File: src/rtl/rlcd_pkg.sv
// ----------------------------------------------------------------------------
// rlcd_pkg
// shared types, constants and the decimal power table of the run-length
// compressor with decimal run counts
// ----------------------------------------------------------------------------
package rlcd_pkg;

	localparam int BYTE_W     = 8;
	localparam int CNT_W      = 16;
	localparam int NUM_POW    = 5;
	localparam int POW_IDX_W  = 3;
	localparam int DIGIT_W    = 4;

	localparam logic [POW_IDX_W-1:0] ONES_IDX   = POW_IDX_W'(NUM_POW - 1);
	localparam logic [BYTE_W-1:0]    ASCII_ZERO = 8'h30;
	localparam logic [CNT_W-1:0]     CNT_SAT    = {CNT_W{1'b1}};

	// result of one step of the shared compare/subtract unit
	typedef struct packed {
		logic             ge;
		logic [CNT_W-1:0] diff;
	} digit_res_t;

	// power of ten for each digit place, most significant first
	function automatic logic [CNT_W-1:0] pow10(input logic [POW_IDX_W-1:0] idx);
		logic [CNT_W-1:0] p;
		unique case (idx)
			3'd0:    p = 16'd10000;
			3'd1:    p = 16'd1000;
			3'd2:    p = 16'd100;
			3'd3:    p = 16'd10;
			default: p = 16'd1;
		endcase
		return p;
	endfunction

endpackage

File: src/rtl/rlcd_digit_unit.sv
// ----------------------------------------------------------------------------
// rlcd_digit_unit
// shared compare and subtract unit: tests the remainder against the power of
// ten of the current digit place and forms the reduced remainder
// ----------------------------------------------------------------------------
module rlcd_digit_unit
	import rlcd_pkg::*;
(
	input  logic [CNT_W-1:0]     rem,
	input  logic [POW_IDX_W-1:0] idx,
	output digit_res_t           res
);

	logic [CNT_W-1:0] pow;
	logic [CNT_W:0]   sub;

	assign pow      = pow10(idx);
	assign sub      = {1'b0, rem} - {1'b0, pow};
	assign res.ge   = ~sub[CNT_W];
	assign res.diff = sub[CNT_W-1:0];

endmodule

File: src/rtl/run_length_compressor_decimal_core.sv
// ----------------------------------------------------------------------------
// run_length_compressor_decimal_core
// streaming run-length compressor that writes run lengths as ascii decimal
// ----------------------------------------------------------------------------
// Each input item is one message byte (s_tdata) with an end-of-message mark
// (s_tlast). The core holds the open run's byte and length. A byte that
// differs from the run, or any byte once the run has reached MAX_RUN, closes
// the run: the core sends the run byte and, for runs longer than one, the
// length in ascii decimal digits, most significant first, without leading
// zeros. On s_tlast the open run is flushed the same way and m_tlast marks the
// final output item; the per-message output count (saturating at 65535)
// travels with every output item and restarts after each message. Timing: an
// item that only extends or opens a run leaves s_tready high, so the next item
// can follow at once. Closing a run first sends the run byte and, when the
// length n is above one, walks the five digit places, subtracting one unit of
// each digit of n at a time, all in a single shared compare/subtract unit that
// strips powers of ten from the length; a flush that closes two runs does both
// closes in turn. s_tready stays low while a close is in progress, and each
// output item also waits for the one-deep output register to be free.
// ----------------------------------------------------------------------------
module run_length_compressor_decimal_core
	import rlcd_pkg::*;
#(
	parameter int MAX_RUN = 65535
) (
	input  logic        clk,
	input  logic        arst_n,
	input  logic        s_tvalid,
	output logic        s_tready,
	input  logic [7:0]  s_tdata,   // [7:0] in_byte
	input  logic        s_tlast,   // in_last
	output logic        m_tvalid,
	input  logic        m_tready,
	output logic [23:0] m_tdata,   // [7:0] out_byte, [23:8] total_length
	output logic        m_tlast    // out_last
);

	typedef enum logic [1:0] {
		ST_IDLE,
		ST_CHAR,
		ST_DIGIT
	} state_t;

	state_t               state_q;
	logic [BYTE_W-1:0]    run_char_q;
	logic [CNT_W-1:0]     run_count_q;
	logic [CNT_W-1:0]     emitted_q;
	// run being closed; cl_cnt_q doubles as the digit remainder
	logic [BYTE_W-1:0]    cl_char_q;
	logic [CNT_W-1:0]     cl_cnt_q;
	logic                 final_q;    // this close ends the message
	logic                 pend_q;     // open run must be flushed after this close
	logic [POW_IDX_W-1:0] idx_q;
	logic [DIGIT_W-1:0]   digit_q;
	logic                 started_q;  // a nonzero digit has gone out
	// output register
	logic                 m_tvalid_q;
	logic [BYTE_W-1:0]    out_byte_q;
	logic                 out_last_q;
	logic [CNT_W-1:0]     total_q;

	logic               accept;
	logic               run_open;
	logic               run_cont;
	logic               slot_free;
	logic               need_digit;
	logic               emit;
	logic [BYTE_W-1:0]  emit_byte;
	logic               emit_last;
	logic               close_done;
	logic [CNT_W-1:0]   cnt_inc;
	digit_res_t         du_res;

	rlcd_digit_unit u_digit (
		.rem (cl_cnt_q),
		.idx (idx_q),
		.res (du_res)
	);

	assign s_tready  = (state_q == ST_IDLE);
	assign accept    = s_tvalid && s_tready;
	assign run_open  = (run_count_q != '0);
	// a run at its limit is closed even by an equal byte
	assign run_cont  = run_open && (s_tdata == run_char_q) && (run_count_q < CNT_W'(MAX_RUN));
	assign slot_free = !m_tvalid_q || m_tready;

	// leading zeros are skipped, the ones place always goes out
	assign need_digit = (digit_q != '0) || started_q || (idx_q == ONES_IDX);

	always_comb begin
		emit       = 1'b0;
		emit_byte  = cl_char_q;
		emit_last  = 1'b0;
		close_done = 1'b0;
		unique case (state_q)
			ST_CHAR: begin
				emit       = slot_free;
				emit_last  = final_q && (cl_cnt_q <= CNT_W'(1));
				close_done = slot_free && (cl_cnt_q <= CNT_W'(1));
			end
			ST_DIGIT: begin
				emit       = !du_res.ge && need_digit && slot_free;
				emit_byte  = ASCII_ZERO + BYTE_W'(digit_q);
				emit_last  = final_q && (idx_q == ONES_IDX);
				close_done = !du_res.ge && (idx_q == ONES_IDX) && slot_free;
			end
			default: begin
				emit = 1'b0;
			end
		endcase
	end

	assign cnt_inc = (emitted_q == CNT_SAT) ? CNT_SAT : emitted_q + CNT_W'(1);

	always_ff @(posedge clk or negedge arst_n) begin
		if (!arst_n) begin
			state_q     <= ST_IDLE;
			run_char_q  <= '0;
			run_count_q <= '0;
			emitted_q   <= '0;
			cl_char_q   <= '0;
			cl_cnt_q    <= '0;
			final_q     <= 1'b0;
			pend_q      <= 1'b0;
			started_q   <= 1'b0;
			idx_q       <= '0;
			digit_q     <= '0;
			m_tvalid_q  <= 1'b0;
			out_byte_q  <= '0;
			out_last_q  <= 1'b0;
			total_q     <= '0;
		end else begin
			// output register
			if (emit) begin
				m_tvalid_q <= 1'b1;
				out_byte_q <= emit_byte;
				out_last_q <= emit_last;
				total_q    <= cnt_inc;
				emitted_q  <= emit_last ? '0 : cnt_inc;
			end else if (m_tready) begin
				m_tvalid_q <= 1'b0;
			end

			unique case (state_q)
				ST_IDLE: begin
					if (accept) begin
						if (run_cont && !s_tlast) begin
							run_count_q <= run_count_q + CNT_W'(1);
						end else if (run_cont) begin
							// last byte extends the run, flush it
							cl_char_q   <= run_char_q;
							cl_cnt_q    <= run_count_q + CNT_W'(1);
							final_q     <= 1'b1;
							pend_q      <= 1'b0;
							run_count_q <= '0;
							state_q     <= ST_CHAR;
						end else if (run_open) begin
							// close old run, new byte opens a run
							cl_char_q   <= run_char_q;
							cl_cnt_q    <= run_count_q;
							final_q     <= 1'b0;
							pend_q      <= s_tlast;
							run_char_q  <= s_tdata;
							run_count_q <= CNT_W'(1);
							state_q     <= ST_CHAR;
						end else if (!s_tlast) begin
							run_char_q  <= s_tdata;
							run_count_q <= CNT_W'(1);
						end else begin
							// single-byte message
							run_char_q  <= s_tdata;
							cl_char_q   <= s_tdata;
							cl_cnt_q    <= CNT_W'(1);
							final_q     <= 1'b1;
							pend_q      <= 1'b0;
							run_count_q <= '0;
							state_q     <= ST_CHAR;
						end
					end
				end
				ST_CHAR: begin
					if (slot_free && cl_cnt_q > CNT_W'(1)) begin
						idx_q     <= '0;
						digit_q   <= '0;
						started_q <= 1'b0;
						state_q   <= ST_DIGIT;
					end
				end
				ST_DIGIT: begin
					if (du_res.ge) begin
						cl_cnt_q <= du_res.diff;
						digit_q  <= digit_q + DIGIT_W'(1);
					end else if (!need_digit || slot_free) begin
						if (need_digit) begin
							started_q <= 1'b1;
						end
						idx_q   <= idx_q + POW_IDX_W'(1);
						digit_q <= '0;
					end
				end
				default: begin
					state_q <= ST_IDLE;
				end
			endcase

			// end of a close: flush the pending one-byte run or go idle
			if (close_done) begin
				if (pend_q) begin
					cl_char_q   <= run_char_q;
					cl_cnt_q    <= CNT_W'(1);
					final_q     <= 1'b1;
					pend_q      <= 1'b0;
					run_count_q <= '0;
					state_q     <= ST_CHAR;
				end else begin
					state_q <= ST_IDLE;
				end
			end
		end
	end

	assign m_tvalid = m_tvalid_q;
	assign m_tdata  = {total_q, out_byte_q};
	assign m_tlast  = out_last_q;

endmodule

File: config.mk
export PLATFORM = sky130hd
export DESIGN_NAME = run_length_compressor_decimal_core
export DESIGN_NICKNAME = d
export VERILOG_FILES = /design/src/rtl/rlcd_pkg.sv /design/src/rtl/rlcd_digit_unit.sv /design/src/rtl/run_length_compressor_decimal_core.sv
export SDC_FILE = /design/constraint.sdc
export NUM_CORES = 1
export LEC_CHECK = 0
export BUFFER_PORTS_ARGS = -buffer_cell sky130_fd_sc_hd__buf_2
export CAP_MARGIN = 20
export CELL_PAD_IN_SITES_DETAIL_PLACEMENT = 0
export CELL_PAD_IN_SITES_GLOBAL_PLACEMENT = 2
export CORE_ASPECT_RATIO = 0.9
export CORE_MARGIN = 4
export CORE_UTILIZATION = 41
export DETAILED_ROUTE_END_ITERATION = 8
export PLACE_DENSITY_LB_ADDON = 0.08
export SLEW_MARGIN = 40
export SYNTH_ARGS = -nofsm -noshare
export SYNTH_HDL_FRONTEND = slang
export SYNTH_HIERARCHICAL = 1
export SYNTH_SLANG_ARGS = --single-unit
File: constraint.sdc
create_clock -name clk -period 5.77 [get_ports clk]
set_input_delay 0.8655 -clock clk [delete_from_list [all_inputs] [get_ports clk]]
set_output_delay 0.8655 -clock clk [all_outputs]
set_load 0.05 [all_outputs]
# Word level (Yosys, flattened, before mapping)
# Index checks and enable logic that the tools add are counted.
[classes]
n_addsub = 6
n_mul = 0
n_div = 0
n_lt_le_gt_ge = 3
n_eq_ne = 18
shifts = 0
mux = 72
bitwise = 2
n_reduce_logical = 30
[ops]
columns = ["cell", "count"]
rows = [
  ["$mux 16", 15],
  ["$mux 8", 9],
  ["$pmux 14 s4", 1],
  ["$add 16x1->16 const B", 2],
  ["$pmux 16 s2", 1],
  ["$mux 1", 26],
  ["$sub 16x14->17", 1],
  ["$eq 16x16->1 const B", 1],
  ["$gt 16x1->1 const B", 1],
  ["$le 16x1->1 const B", 1],
  ["$lt 16x16->1 const B", 1],
  ["$reduce_bool 16->1", 1],
  ["$mux 2", 7],
  ["$logic_and 1x1->1", 12],
  ["$mux 4", 3],
  ["$reduce_and 5->1", 2],
  ["$mux 3", 3],
  ["$ne 3x3->1 const B", 3],
  ["$eq 8x8->1", 1],
  ["$ne 2x2->1 const B", 4],
  ["$pmux 1 s2", 4],
  ["$pmux 4 s2", 1],
  ["$reduce_and 4->1", 2],
  ["$add 6x4->7 const A", 1],
  ["20 further kinds", 28],
]
[totals]
register_bits = 102
latch_bits = 0
mem_bits_rw = 0
mem_bits_ro = 0
output_inout_bits = 27
n_memories = 0

# Longest topological paths before layout
# Gate-level depths: netlist of run 1.
[depth]
word_depth = 9
mapped_depth = 17
ltp_nobuf = 14

# Hierarchy
# Netlist of run 1, hierarchy kept.
[by_module_without_submodules]
columns = ["mod", "instances", "cells_per_inst", "area_per_inst_um2"]
rows = [
  ["run_length_compressor_decimal_core", 1, 718, 6140.9],
  ["rlcd_digit_unit", 1, 118, 833.3],
]

# Worst setup path after synthesis of run 1
# No wires, ideal clock.
[synth_timing]
path_type = "flip-flop to flip-flop"
startpoint = "register idx_q[2]"
endpoint = "register cl_char_q[0]"
arrival_ns = 3.463
t_required_ns = 5.703
slack_ns = 2.240
path_stages_with_launch = 15
n_path_buf = 2
cell_sequence = "dfrtp_1 > or3_1 > ha_1 > and3_1 > a21boi_0 > o21ai_0 > and3_1 > nor2_1 > clkbuf_1 > and2_1 > a211oi_4 > and2_1 > buf_6 > nor3_2 > a221o_1"
[synth_via]
elab_chain_len = 7
[synth_rtl]
columns = ["element", "line", "source"]
rows = [
  ["start, declared", "run_length_compressor_decimal_core.sv:53", "logic [POW_IDX_W-1:0] idx_q;"],
  ["start signal, assigned", "run_length_compressor_decimal_core.sv:197", "idx_q <= idx_q + POW_IDX_W'(1);"],
  ["$eq 3x2->1, or another cell as far along", "rlcd_pkg.sv:27", "unique case (idx)"],
  ["$pmux 14 s4", "rlcd_pkg.sv:27", ""],
  ["$sub 16x14->17", "rlcd_digit_unit.sv:18", "assign sub = {1'b0, rem} - {1'b0, pow};"],
  ["$logic_and 1x1->1 * (2 in a row)", "run_length_compressor_decimal_core.sv:105", "close_done = !du_res.ge && (idx_q == ONES_IDX) && slot_free;"],
  ["$pmux 1 s2 *", "run_length_compressor_decimal_core.sv:95", "unique case (state_q)"],
  ["$mux 8 *", "run_length_compressor_decimal_core.sv:207", "if (close_done) begin"],
  ["end signal, assigned", "run_length_compressor_decimal_core.sv:151", "cl_char_q <= run_char_q;"],
  ["end signal, assigned", "run_length_compressor_decimal_core.sv:159", "cl_char_q <= run_char_q;"],
  ["end signal, assigned", "run_length_compressor_decimal_core.sv:209", "cl_char_q <= run_char_q;"],
  ["end, declared", "run_length_compressor_decimal_core.sv:49", "logic [BYTE_W-1:0] cl_char_q;"],
]
# Mark *: on every way between the ends. The rest lies on a longest branch, timed or not.
# A chain may end at the register's enable or synchronous reset.

# Worst setup path after layout of run 1
[layout_timing]
startpoint = "register idx_q[2]"
endpoint = "register run_count_q[7]"
[layout_via]
elab_chain_len = 7
[layout_rtl]
columns = ["element", "line", "source"]
rows = [
  ["$eq 3x2->1, or another cell as far along", "rlcd_pkg.sv:27", ""],
  ["$pmux 14 s4", "rlcd_pkg.sv:27", ""],
  ["$sub 16x14->17", "rlcd_digit_unit.sv:18", ""],
  ["$logic_and 1x1->1 * (2 in a row)", "run_length_compressor_decimal_core.sv:105", ""],
  ["$pmux 1 s2 *", "run_length_compressor_decimal_core.sv:95", ""],
  ["$mux 16 *", "run_length_compressor_decimal_core.sv:207", ""],
  ["end signal, assigned", "run_length_compressor_decimal_core.sv:148", "run_count_q <= run_count_q + CNT_W'(1);"],
  ["end, declared", "run_length_compressor_decimal_core.sv:46", "logic [CNT_W-1:0] run_count_q;"],
]
# Marks and branches as above.

==> flow_summary.html, run 1 <==
<table>
<tr><th>Metric</th><th>Value</th></tr>
<tr><th colspan="2">Pwr</th></tr>
<tr><td>Sequential share of power</td><td>30.3%</td></tr>
<tr><td>Portion of total power attributed to combinational logic</td><td>50.2%</td></tr>
<tr><td>Leak pwr</td><td>3.32 nW</td></tr>
<tr><td>Pwr Total</td><td>3.44 mW</td></tr>
<tr><td>Total power density per cell area</td><td>449 mW/mm^2</td></tr>
<tr><td>Cell internal pwr</td><td>1.80 mW</td></tr>
<tr><td>Worst vdd ir</td><td>0.000353 V</td></tr>
<tr><td>NetSw</td><td>1.64 mW</td></tr>
<tr><td>Net switching share of the total power</td><td>47.6%</td></tr>
<tr><td>Fraction of power consumed by the clock network</td><td>19.5%</td></tr>
<tr><th colspan="2">Worst setup path</th></tr>
<tr><td>Cells on worst reg2reg path</td><td>14</td></tr>
<tr><td>Reg-to-reg startpoint</td><td>idx_q[2]</td></tr>
<tr><td>Worst setup SP type</td><td>register</td></tr>
<tr><td>End of the worst register-to-register path</td><td>run_count_q[7]</td></tr>
<tr><td>Largest fanout of any net on the critical path</td><td>18</td></tr>
<tr><td>Worst setup path end</td><td>run_count_q[7]</td></tr>
<tr><td>Class of the most critical setup path</td><td>register to register</td></tr>
<tr><td>WP data arrival</td><td>4.73 ns</td></tr>
<tr><td>Critical Path End Type</td><td>register</td></tr>
<tr><td>FF-to-FF setup slack</td><td>1.32 ns</td></tr>
<tr><td>Timing startpoint of the critical path</td><td>idx_q[2]</td></tr>
<tr><td>Worst endpoint required time</td><td>6.05 ns</td></tr>
<tr><th colspan="2">Clocking</th></tr>
<tr><td>Worst skew pair latency</td><td>0.36 ns</td></tr>
<tr><td>H-tree depth</td><td>3</td></tr>
<tr><td>Gates resized, CTS repair</td><td>0</td></tr>
<tr><td>Root buffer cell</td><td>sky130_fd_sc_hd__clkbuf_16</td></tr>
<tr><td>Setup Buffers After CTS</td><td>0</td></tr>
<tr><td>TritonCTS clock tree</td><td>done</td></tr>
<tr><td>Number of buffers added by the clock tree synthesis step</td><td>9</td></tr>
<tr><td>Number of sinks on the clock net</td><td>102</td></tr>
<tr><td>Bufs on Longest Clock Path</td><td>2</td></tr>
<tr><td>Clock transition at the registers of the reported paths</td><td>0.08 ns</td></tr>
<tr><td>Number of buffers inserted by hold repair at cts</td><td>0</td></tr>
<tr><th colspan="2">Die</th></tr>
<tr><td>Chip height</td><td>132 um</td></tr>
<tr><td>Standard cell core area</td><td>0.0164 mm^2</td></tr>
<tr><td>Number of ports placed on the die boundary</td><td>40</td></tr>
<tr><td>Die W</td><td>145 um</td></tr>
<tr><td>Area enclosed by the die boundary</td><td>0.0192 mm^2</td></tr>
<tr><td>Number of cell rows</td><td>44</td></tr>
<tr><td>Starting Density</td><td>42.5%</td></tr>
<tr><th colspan="2">Placed design</th></tr>
<tr><td>Final weighted congestion in routability-driven placement</td><td>0.881</td></tr>
<tr><td>Input/output buffers</td><td>39</td></tr>
<tr><td>Final HPWL DP</td><td>15.6 mm</td></tr>
<tr><th colspan="2">Layout</th></tr>
<tr><td>Fraction of final layout cells with drive strength greater than 1</td><td>11.8%</td></tr>
<tr><td>Antenna diode count</td><td>0</td></tr>
<tr><td>Post-route core utilization</td><td>46.7%</td></tr>
<tr><td>Fin nets</td><td>881</td></tr>
<tr><td>Layout overhead on the synthesized area</td><td>9.76%</td></tr>
<tr><th colspan="2">Global route</th></tr>
<tr><td>Overflow left after global routing</td><td>0</td></tr>
<tr><td>Total global routing track utilization</td><td>22.1%</td></tr>
<tr><td>Busiest grt layer</td><td>met1</td></tr>
<tr><td>Largest net degree at the start of global routing</td><td>63</td></tr>
<tr><td>Number of antenna violations at the first check in global routing</td><td>0</td></tr>
<tr><td>Met3 track utilization from global routing</td><td>3.88%</td></tr>
<tr><td>Met1 Usage GRT</td><td>36.3%</td></tr>
<tr><td>Number of global-route vias before repair</td><td>6034</td></tr>
<tr><td>Global-route wire length before repair</td><td>34.5 mm</td></tr>
<tr><td>Global-route met2 utilization</td><td>29.6%</td></tr>
<tr><th colspan="2">STA</th></tr>
<tr><td>Worst Skew</td><td>0.0116 ns</td></tr>
<tr><td>Max-slew violation count</td><td>0</td></tr>
<tr><td>Setup repair after global routing missed its margin</td><td>no</td></tr>
<tr><td>Final setup vio count</td><td>0</td></tr>
<tr><td>Number of hold violations in the final report</td><td>0</td></tr>
<tr><td>Period minus WS final</td><td>4.45 ns</td></tr>
<tr><td>Total Neg Setup Slack</td><td>0 ns</td></tr>
<tr><td>Slew at the pin closest to its max-slew limit</td><td>0.855 ns</td></tr>
<tr><td>Max Freq</td><td>0.225 GHz</td></tr>
<tr><td>Final worst hold slack</td><td>0.473 ns</td></tr>
<tr><td>Ratio of final minimum period to clock period</td><td>77.1%</td></tr>
<tr><td>Slew headroom</td><td>43.0%</td></tr>
<tr><th colspan="2">Synth</th></tr>
<tr><td>Netlist cell types</td><td>77</td></tr>
<tr><td>Cell with the most instances after synthesis</td><td>sky130_fd_sc_hd__nand2_1</td></tr>
<tr><td>Number of enable flip-flop cells after synthesis</td><td>0</td></tr>
<tr><td>Synthesized instance count</td><td>836</td></tr>
<tr><td>Proportion of synthesized flip-flops having asynchronous set or reset</td><td>100%</td></tr>
<tr><td>Area share of the largest cell type after synthesis</td><td>36.6%</td></tr>
<tr><td>Mapped Area</td><td>0.00697 mm^2</td></tr>
<tr><td>Share of synthesized cell area in and, or, nand and nor gates</td><td>24.7%</td></tr>
<tr><td>Post-synthesis cell type with the largest combined area</td><td>sky130_fd_sc_hd__dfrtp_1</td></tr>
<tr><td>Post-synth top flop</td><td>sky130_fd_sc_hd__dfrtp_1</td></tr>
<tr><td>Seq/Total Area, Yosys</td><td>36.6%</td></tr>
<tr><td>Flops &amp; latches, synth</td><td>102</td></tr>
<tr><td>Top area cells in the synthesized netlist</td><td>sky130_fd_sc_hd__dfrtp_1 37%, sky130_fd_sc_hd__nand2_1 5.8%, sky130_fd_sc_hd__a21oi_1 5.2%</td></tr>
<tr><td>Average cell area after synthesis</td><td>8.34 um^2</td></tr>
<tr><td>Post-Syn Nets</td><td>874</td></tr>
<tr><td>Top cells by instance count after synthesis</td><td>107 x sky130_fd_sc_hd__nand2_1, 102 x sky130_fd_sc_hd__dfrtp_1, 72 x sky130_fd_sc_hd__a21oi_1</td></tr>
<tr><td>Xor/xnor cell area share of the yosys netlist</td><td>3.89%</td></tr>
<tr><td>Multiplexer share of the synthesized area</td><td>3.93%</td></tr>
<tr><td>Largest family of logic cells by synthesized area</td><td>simple AND/OR/NAND/NOR gates</td></tr>
<tr><td>Synth warnings</td><td>6</td></tr>
<tr><td>Adder-cell area share of the yosys netlist</td><td>4.59%</td></tr>
<tr><td>Complex-gate fraction of the synthesized area</td><td>21.7%</td></tr>
<tr><th colspan="2">Routing</th></tr>
<tr><td>Antenna Nets Post-Route</td><td>0</td></tr>
<tr><td>Vias</td><td>6472</td></tr>
<tr><td>Number of optimization iterations in the first detailed-route pass</td><td>5</td></tr>
<tr><td>Number of design rule violations left after detail routing</td><td>0</td></tr>
<tr><td>Via-to-Cell Ratio</td><td>6.13</td></tr>
<tr><td>DRC marker count from the first detailed-route iteration</td><td>489</td></tr>
<tr><td>Drt wl/cell</td><td>20.3 um</td></tr>
<tr><td>Wire length reported by the detailed router</td><td>21.4 mm</td></tr>
<tr><th colspan="2">Hold path</th></tr>
<tr><td>Class of the tightest hold or removal check</td><td>register to register</td></tr>
<tr><th colspan="2">Outcome</th></tr>
<tr><td>Outcome</td><td>complete, no violations</td></tr>
<tr><th colspan="2">Job</th></tr>
<tr><td>Number of max-cap violations</td><td>0</td></tr>
</table>
-- logic make-up after synthesis --
logic type / count (synthesis)
and+or+nand+nor: 346
muxes: 26
AOI/OAI and AO/OA: 225
DFF: 102
buffers and inverters: 81
xor gates and xnor gates: 31
adders and majority gates: 25
-- power groups by stage --
| stage | clock [mW] | sequential, mW | combinational, mW |
|---|---|---|---|
| floorplan | 0 | 1.26 | 1.04 |
| global route | 0.705 | 1.06 | 1.89 |
| detailed placement | 0 | 1.05 | 1.71 |
| CTS | 0.687 | 1.04 | 1.71 |
| global placement | 0 | 1.04 | 1.68 |
| finish | 0.671 | 1.04 | 1.73 |
-- per-stage QoR --
step / cells / cell area [um^2] / setup slack [ns]
final: 1055 / 7650 / 1.32
after global routing: 1055 / 7650 / 0.990
after CTS: 1055 / 7640 / 1.32
after detailed placement: 1039 / 7320 / 1.35
after global placement: 1039 / 7310 / 1.45
after floorplan: 836 / 6970 / 2.24
-- how the worst min path moves through the flow --
stage | start | endpoint | slack [ns] | depth (start not counted)
detailed placement | out_byte_q[4] | out_byte_q[4] | 0.45 | 2
global placement | out_byte_q[6] | out_byte_q[6] | 0.45 | 2
floorplan | cl_char_q[4] | out_byte_q[4] | 0.47 | 2
finish | m_tlast | m_tlast | 0.47 | 1
global route | out_byte_q[4] | out_byte_q[4] | 0.49 | 2
CTS | out_byte_q[4] | out_byte_q[4] | 0.48 | 2
-- per-layer routing --
metal	routed length [um]	part of all wire, %
met1	11300	53
met2	8600	40
met3	1210	5.7
met4	249	1.2
met5	0	0
-- cell usage in the layout (no fill, tap or decap), types with 15 or more instances in the layout --
cell type                 count
sky130_fd_sc_hd__inv_1       24
sky130_fd_sc_hd__a21oi_1     71
sky130_fd_sc_hd__xnor2_1     16
sky130_fd_sc_hd__mux2i_1     15
sky130_fd_sc_hd__nor2_1      54
sky130_fd_sc_hd__ha_1        24
sky130_fd_sc_hd__nor3_1      29
sky130_fd_sc_hd__xor2_1      15
sky130_fd_sc_hd__dfrtp_1    102
sky130_fd_sc_hd__o21ai_0     43
sky130_fd_sc_hd__buf_2       38
sky130_fd_sc_hd__nand2_1    107
sky130_fd_sc_hd__a31oi_1     17
sky130_fd_sc_hd__nand3_1     41
-- registers in the layout (all words and copies together), names as in the netlist, 4 cells and up --
register     flops
cl_cnt_q        16
emitted_q       16
run_count_q     16
run_char_q       8
total_q         16
cl_char_q        8
digit_q          4
out_byte_q       8
-- critical path: stages, from the launching register on --
cell and delay [ns]:
sky130_fd_sc_hd__dfrtp_1 0.46, sky130_fd_sc_hd__or3_1 0.46, sky130_fd_sc_hd__ha_1 0.41, sky130_fd_sc_hd__and3_1 0.32, sky130_fd_sc_hd__a21boi_0 0.20, sky130_fd_sc_hd__o21ai_0 0.14
sky130_fd_sc_hd__and3_1 0.19, sky130_fd_sc_hd__nor2_1 0.09, sky130_fd_sc_hd__buf_4 0.24, sky130_fd_sc_hd__and2_1 0.57, sky130_fd_sc_hd__a211oi_4 0.10, sky130_fd_sc_hd__and2_1 0.40
sky130_fd_sc_hd__buf_4 0.30, sky130_fd_sc_hd__or3_1 0.36, sky130_fd_sc_hd__o22ai_1 0.14
-- layout make-up --
cell class / instances / area (um^2)
clock buffer: 9 / 225
clock inverter: 7 / 103
fill: 1631 / 8750
inverter: 26 / 97.6
multi-input combinational: 653 / 4130
sequential: 102 / 2550
tap: 207 / 259
timing repair buffer: 51 / 292
No activity file was read; power rests on OpenSTA's default activity.
==> run 2: changes to the inputs <==
- CORE_UTILIZATION: 41 -> 34
- clock period: 5.77 -> 3.8 ns (I/O delays scaled with it)
==> run 2 against run 1 <==
Effect of this change:
- largest power group unchanged
- combinational power increased by 63%
- global-route usage decreased by 1.8 points
- largest cell class unchanged
- design area rose by 4.3%
- highest routed layer unchanged
==> flow_summary.html, run 2 (same netlist as run 1, synthesis figures left out) <==
<table>
<tr><th>Metric</th><th>Value</th></tr>
<tr><th colspan="2">Worst setup path</th></tr>
<tr><td>Largest fanout of any net on the critical path</td><td>5 (was 18)</td></tr>
<tr><td>Largest stage delay on the critical path</td><td>0.45 ns (was 0.57 ns)</td></tr>
<tr><td>Class of the most critical setup path</td><td>register to register (unchanged)</td></tr>
<tr><td>Reg-to-reg startpoint</td><td>idx_q[2] (unchanged)</td></tr>
<tr><td>Crit path cell chain</td><td>or3_1 -&gt; and2_1 -&gt; ha_1 -&gt; a21oi_1 -&gt; nand2_1 -&gt; o21ai_1 -&gt; and3_1 -&gt; nor2_1 -&gt; and2_1 -&gt; a2111o_1 -&gt; buf_4 -&gt; nand2_1 -&gt; and3b_1 -&gt; a221o_1 (was or3_1 -&gt; ha_1 -&gt; and3_1 -&gt; a21boi_0 -&gt; o21ai_0 -&gt; and3_1 -&gt; nor2_1 -&gt; buf_4 -&gt; and2_1 -&gt; a211oi_4 -&gt; and2_1 -&gt; buf_4 -&gt; or3_1 -&gt; o22ai_1)</td></tr>
<tr><td>Critical Path End Type</td><td>register (unchanged)</td></tr>
<tr><td>End of the worst register-to-register path</td><td>cl_cnt_q[10] (was run_count_q[7])</td></tr>
<tr><td>Worst setup path end</td><td>cl_cnt_q[10] (was run_count_q[7])</td></tr>
<tr><td>Worst endpoint required time</td><td>4.04 ns (was 6.05 ns)</td></tr>
<tr><td>Worst setup SP type</td><td>register (unchanged)</td></tr>
<tr><td>Timing startpoint of the critical path</td><td>idx_q[2] (unchanged)</td></tr>
<tr><td>Slowest CP cell</td><td>sky130_fd_sc_hd__a2111o_1 (was sky130_fd_sc_hd__and2_1)</td></tr>
<tr><td>FF-to-FF setup slack</td><td>0.26 ns (was 1.32 ns)</td></tr>
<tr><td>WP data arrival</td><td>3.77 ns (was 4.73 ns)</td></tr>
<tr><td>Cells on worst reg2reg path</td><td>14 (unchanged)</td></tr>
<tr><th colspan="2">Clocking</th></tr>
<tr><td>Clock transition at the registers of the reported paths</td><td>0.08 ns (about the same)</td></tr>
<tr><td>Setup Buffers After CTS</td><td>0 (unchanged)</td></tr>
<tr><td>TritonCTS clock tree</td><td>done (unchanged)</td></tr>
<tr><td>Number of buffers added by the clock tree synthesis step</td><td>9 (unchanged)</td></tr>
<tr><td>Bufs on Longest Clock Path</td><td>2 (unchanged)</td></tr>
<tr><td>Number of sinks on the clock net</td><td>102 (unchanged)</td></tr>
<tr><td>H-tree depth</td><td>3 (unchanged)</td></tr>
<tr><td>Number of buffers inserted by hold repair at cts</td><td>0 (unchanged)</td></tr>
<tr><td>Worst skew pair latency</td><td>0.37 ns (was 0.36 ns)</td></tr>
<tr><td>Root buffer cell</td><td>sky130_fd_sc_hd__clkbuf_16 (unchanged)</td></tr>
<tr><th colspan="2">Outcome</th></tr>
<tr><td>Outcome</td><td>complete, no violations (unchanged)</td></tr>
<tr><th colspan="2">Die</th></tr>
<tr><td>Standard cell core area</td><td>0.0200 mm^2 (was 0.0164 mm^2)</td></tr>
<tr><td>Die W</td><td>159 um (was 145 um)</td></tr>
<tr><td>Area enclosed by the die boundary</td><td>0.0229 mm^2 (was 0.0192 mm^2)</td></tr>
<tr><td>Starting Density</td><td>34.8% (was 42.5%)</td></tr>
<tr><td>Number of cell rows</td><td>49 (was 44)</td></tr>
<tr><td>Chip height</td><td>144 um (was 132 um)</td></tr>
<tr><td>Number of ports placed on the die boundary</td><td>40 (unchanged)</td></tr>
<tr><th colspan="2">Global route</th></tr>
<tr><td>Number of antenna violations at the first check in global routing</td><td>0 (unchanged)</td></tr>
<tr><td>Overflow left after global routing</td><td>0 (unchanged)</td></tr>
<tr><td>Number of global-route vias before repair</td><td>6294 (was 6034)</td></tr>
<tr><td>Global-route wire length before repair</td><td>36.7 mm (was 34.5 mm)</td></tr>
<tr><td>Busiest grt layer</td><td>met1 (unchanged)</td></tr>
<tr><td>Total global routing track utilization</td><td>20.3% (was 22.1%)</td></tr>
<tr><td>Largest net degree at the start of global routing</td><td>66 (was 63)</td></tr>
<tr><td>Met1 Usage GRT</td><td>32.7% (was 36.3%)</td></tr>
<tr><td>Global-route met2 utilization</td><td>28.4% (was 29.6%)</td></tr>
<tr><td>Met3 track utilization from global routing</td><td>2.90% (was 3.88%)</td></tr>
<tr><th colspan="2">Routing</th></tr>
<tr><td>DRC marker count from the first detailed-route iteration</td><td>569 (was 489)</td></tr>
<tr><td>Wire length reported by the detailed router</td><td>23.0 mm (was 21.4 mm)</td></tr>
<tr><td>Number of optimization iterations in the first detailed-route pass</td><td>5 (unchanged)</td></tr>
<tr><td>Antenna Nets Post-Route</td><td>0 (unchanged)</td></tr>
<tr><td>Number of design rule violations left after detail routing</td><td>0 (unchanged)</td></tr>
<tr><td>Vias</td><td>6580 (was 6472)</td></tr>
<tr><td>Via-to-Cell Ratio</td><td>5.77 (was 6.13)</td></tr>
<tr><td>Drt wl/cell</td><td>20.2 um (was 20.3 um)</td></tr>
<tr><th colspan="2">Layout</th></tr>
<tr><td>Fin cells</td><td>1140 (was 1055)</td></tr>
<tr><td>Layout overhead on the synthesized area</td><td>14.4% (was 9.76%)</td></tr>
<tr><td>Multi-input gate area</td><td>0.00413 mm^2 (about the same)</td></tr>
<tr><td>Fill cell instance count of the final layout</td><td>2051 (was 1631)</td></tr>
<tr><td>Storage cell area</td><td>0.00255 mm^2 (unchanged)</td></tr>
<tr><td>Most common library cell in the layout ignoring fill and taps</td><td>sky130_fd_sc_hd__nand2_1 (unchanged)</td></tr>
<tr><td>Most used cells in the layout excluding fill and tap cells</td><td>107 x sky130_fd_sc_hd__nand2_1, 102 x sky130_fd_sc_hd__dfrtp_1, 72 x sky130_fd_sc_hd__a21oi_1 (was 107 x sky130_fd_sc_hd__nand2_1, 102 x sky130_fd_sc_hd__dfrtp_1, 71 x sky130_fd_sc_hd__a21oi_1)</td></tr>
<tr><td>Fraction of final layout cells with drive strength greater than 1</td><td>15.4% (was 11.8%)</td></tr>
<tr><td>Post-route cell area</td><td>0.00798 mm^2 (was 0.00765 mm^2)</td></tr>
<tr><td>Fin nets</td><td>918 (was 881)</td></tr>
<tr><td>Antenna diode count</td><td>0 (unchanged)</td></tr>
<tr><th colspan="2">Pwr</th></tr>
<tr><td>Total power density per cell area</td><td>671 mW/mm^2 (was 449 mW/mm^2)</td></tr>
<tr><td>Leak pwr</td><td>3.49 nW (was 3.32 nW)</td></tr>
<tr><td>Worst vdd ir</td><td>0.000363 V (was 0.000353 V)</td></tr>
<tr><th colspan="2">STA</th></tr>
<tr><td>Max-slew violation count</td><td>0 (unchanged)</td></tr>
<tr><td>Setup repair after global routing missed its margin</td><td>no (unchanged)</td></tr>
<tr><td>Max Freq</td><td>0.283 GHz (was 0.225 GHz)</td></tr>
<tr><td>Slew headroom</td><td>53.0% (was 43.0%)</td></tr>
<tr><td>Ratio of final minimum period to clock period</td><td>93.1% (was 77.1%)</td></tr>
<tr><td>Total Neg Setup Slack</td><td>0 ns (unchanged)</td></tr>
<tr><td>Period minus WS final</td><td>3.54 ns (was 4.45 ns)</td></tr>
<tr><td>Final setup vio count</td><td>0 (unchanged)</td></tr>
<tr><td>Worst Skew</td><td>0.0154 ns (was 0.0116 ns)</td></tr>
<tr><td>Number of hold violations in the final report</td><td>0 (unchanged)</td></tr>
<tr><td>Slew at the pin closest to its max-slew limit</td><td>0.703 ns (was 0.855 ns)</td></tr>
<tr><th colspan="2">Job</th></tr>
<tr><td>Number of max-cap violations</td><td>0 (unchanged)</td></tr>
<tr><th colspan="2">Placed design</th></tr>
<tr><td>Placed instance area</td><td>0.00766 mm^2 (was 0.00732 mm^2)</td></tr>
<tr><td>Cell Count Post-Placement</td><td>1124 (was 1039)</td></tr>
<tr><td>Final HPWL DP</td><td>17.1 mm (was 15.6 mm)</td></tr>
<tr><td>Final weighted congestion in routability-driven placement</td><td>0.825 (was 0.881)</td></tr>
<tr><td>Input/output buffers</td><td>39 (unchanged)</td></tr>
<tr><th colspan="2">Hold path</th></tr>
<tr><td>Class of the tightest hold or removal check</td><td>input pin to async pin (was register to register)</td></tr>
</table>
-- run 2: where the power goes --
part	total, mW	internal (mW)	switching, mW
combinational	2.82	0.980	1.84
clock	0.964	0.469	0.495
sequential	1.57	1.35	0.221
-- run 2: metrics by stage --
stage	setup slack (ns)	hold slack [ns]	util, %	power (mW)
finish	0.264	0.215	39.8	5.35
global route	0.00491	0.267	39.8	5.72
CTS	0.162	0.255	39.7	5.37
detailed placement	-0.0592	0.463	38.2	4.38
global placement	0.0308	0.459	38.2	4.36
floorplan	0.270	0.274	-	3.48
-- run 2: cell type report --
cell class / instances / area share, %
clock buffers: 9 / 2.82
flip-flops and latches: 102 / 32.0
inverters: 26 / 1.22
well taps: 255 / 4.00
multi-input cells: 653 / 51.7
repair buffers: 88 / 7.29
clock inverters: 7 / 1.00
-- run 2: metal layers --
| metal | share of wire (%) | vias to the layer above | wire, um |
|---|---|---|---|
| met4 | 1.1 | 0 | 255 |
| met2 | 40 | 193 | 9230 |
| li1 | - | 3148 | - |
| met3 | 5.1 | 20 | 1170 |
| met5 | 0 | - | 0 |
| met1 | 54 | 3219 | 12400 |
-- run 2: how the worst min path moves through the flow --
stage,startpoint,to,slack [ns],cells past startpoint
global placement,total_q[15],total_q[15],0.46,2
CTS,arst_n,m_tvalid,0.25,1
detailed placement,total_q[15],total_q[15],0.46,2
floorplan,arst_n,cl_char_q[0],0.27,0
finish,arst_n,cl_cnt_q[15],0.21,1
global route,arst_n,cl_cnt_q[15],0.27,1
-- run 2: what timing repair did --
| item | CTS | global route |
|---|---|---|
| gates resized for setup | 1 | 4 |
| endpoints found under the setup margin | 13 | 16 |
| pin swaps | 0 | 0 |
| endpoints found under the hold margin | 0 | 0 |
-- run 2: critical path: cells and delay by family (launching register included) --
family	cells	cell delay, ns
flops	1	0.42
simple gates	8	1.37
buf+inv	1	0.19
fa+ha+maj	1	0.33
compound gates	4	1.11
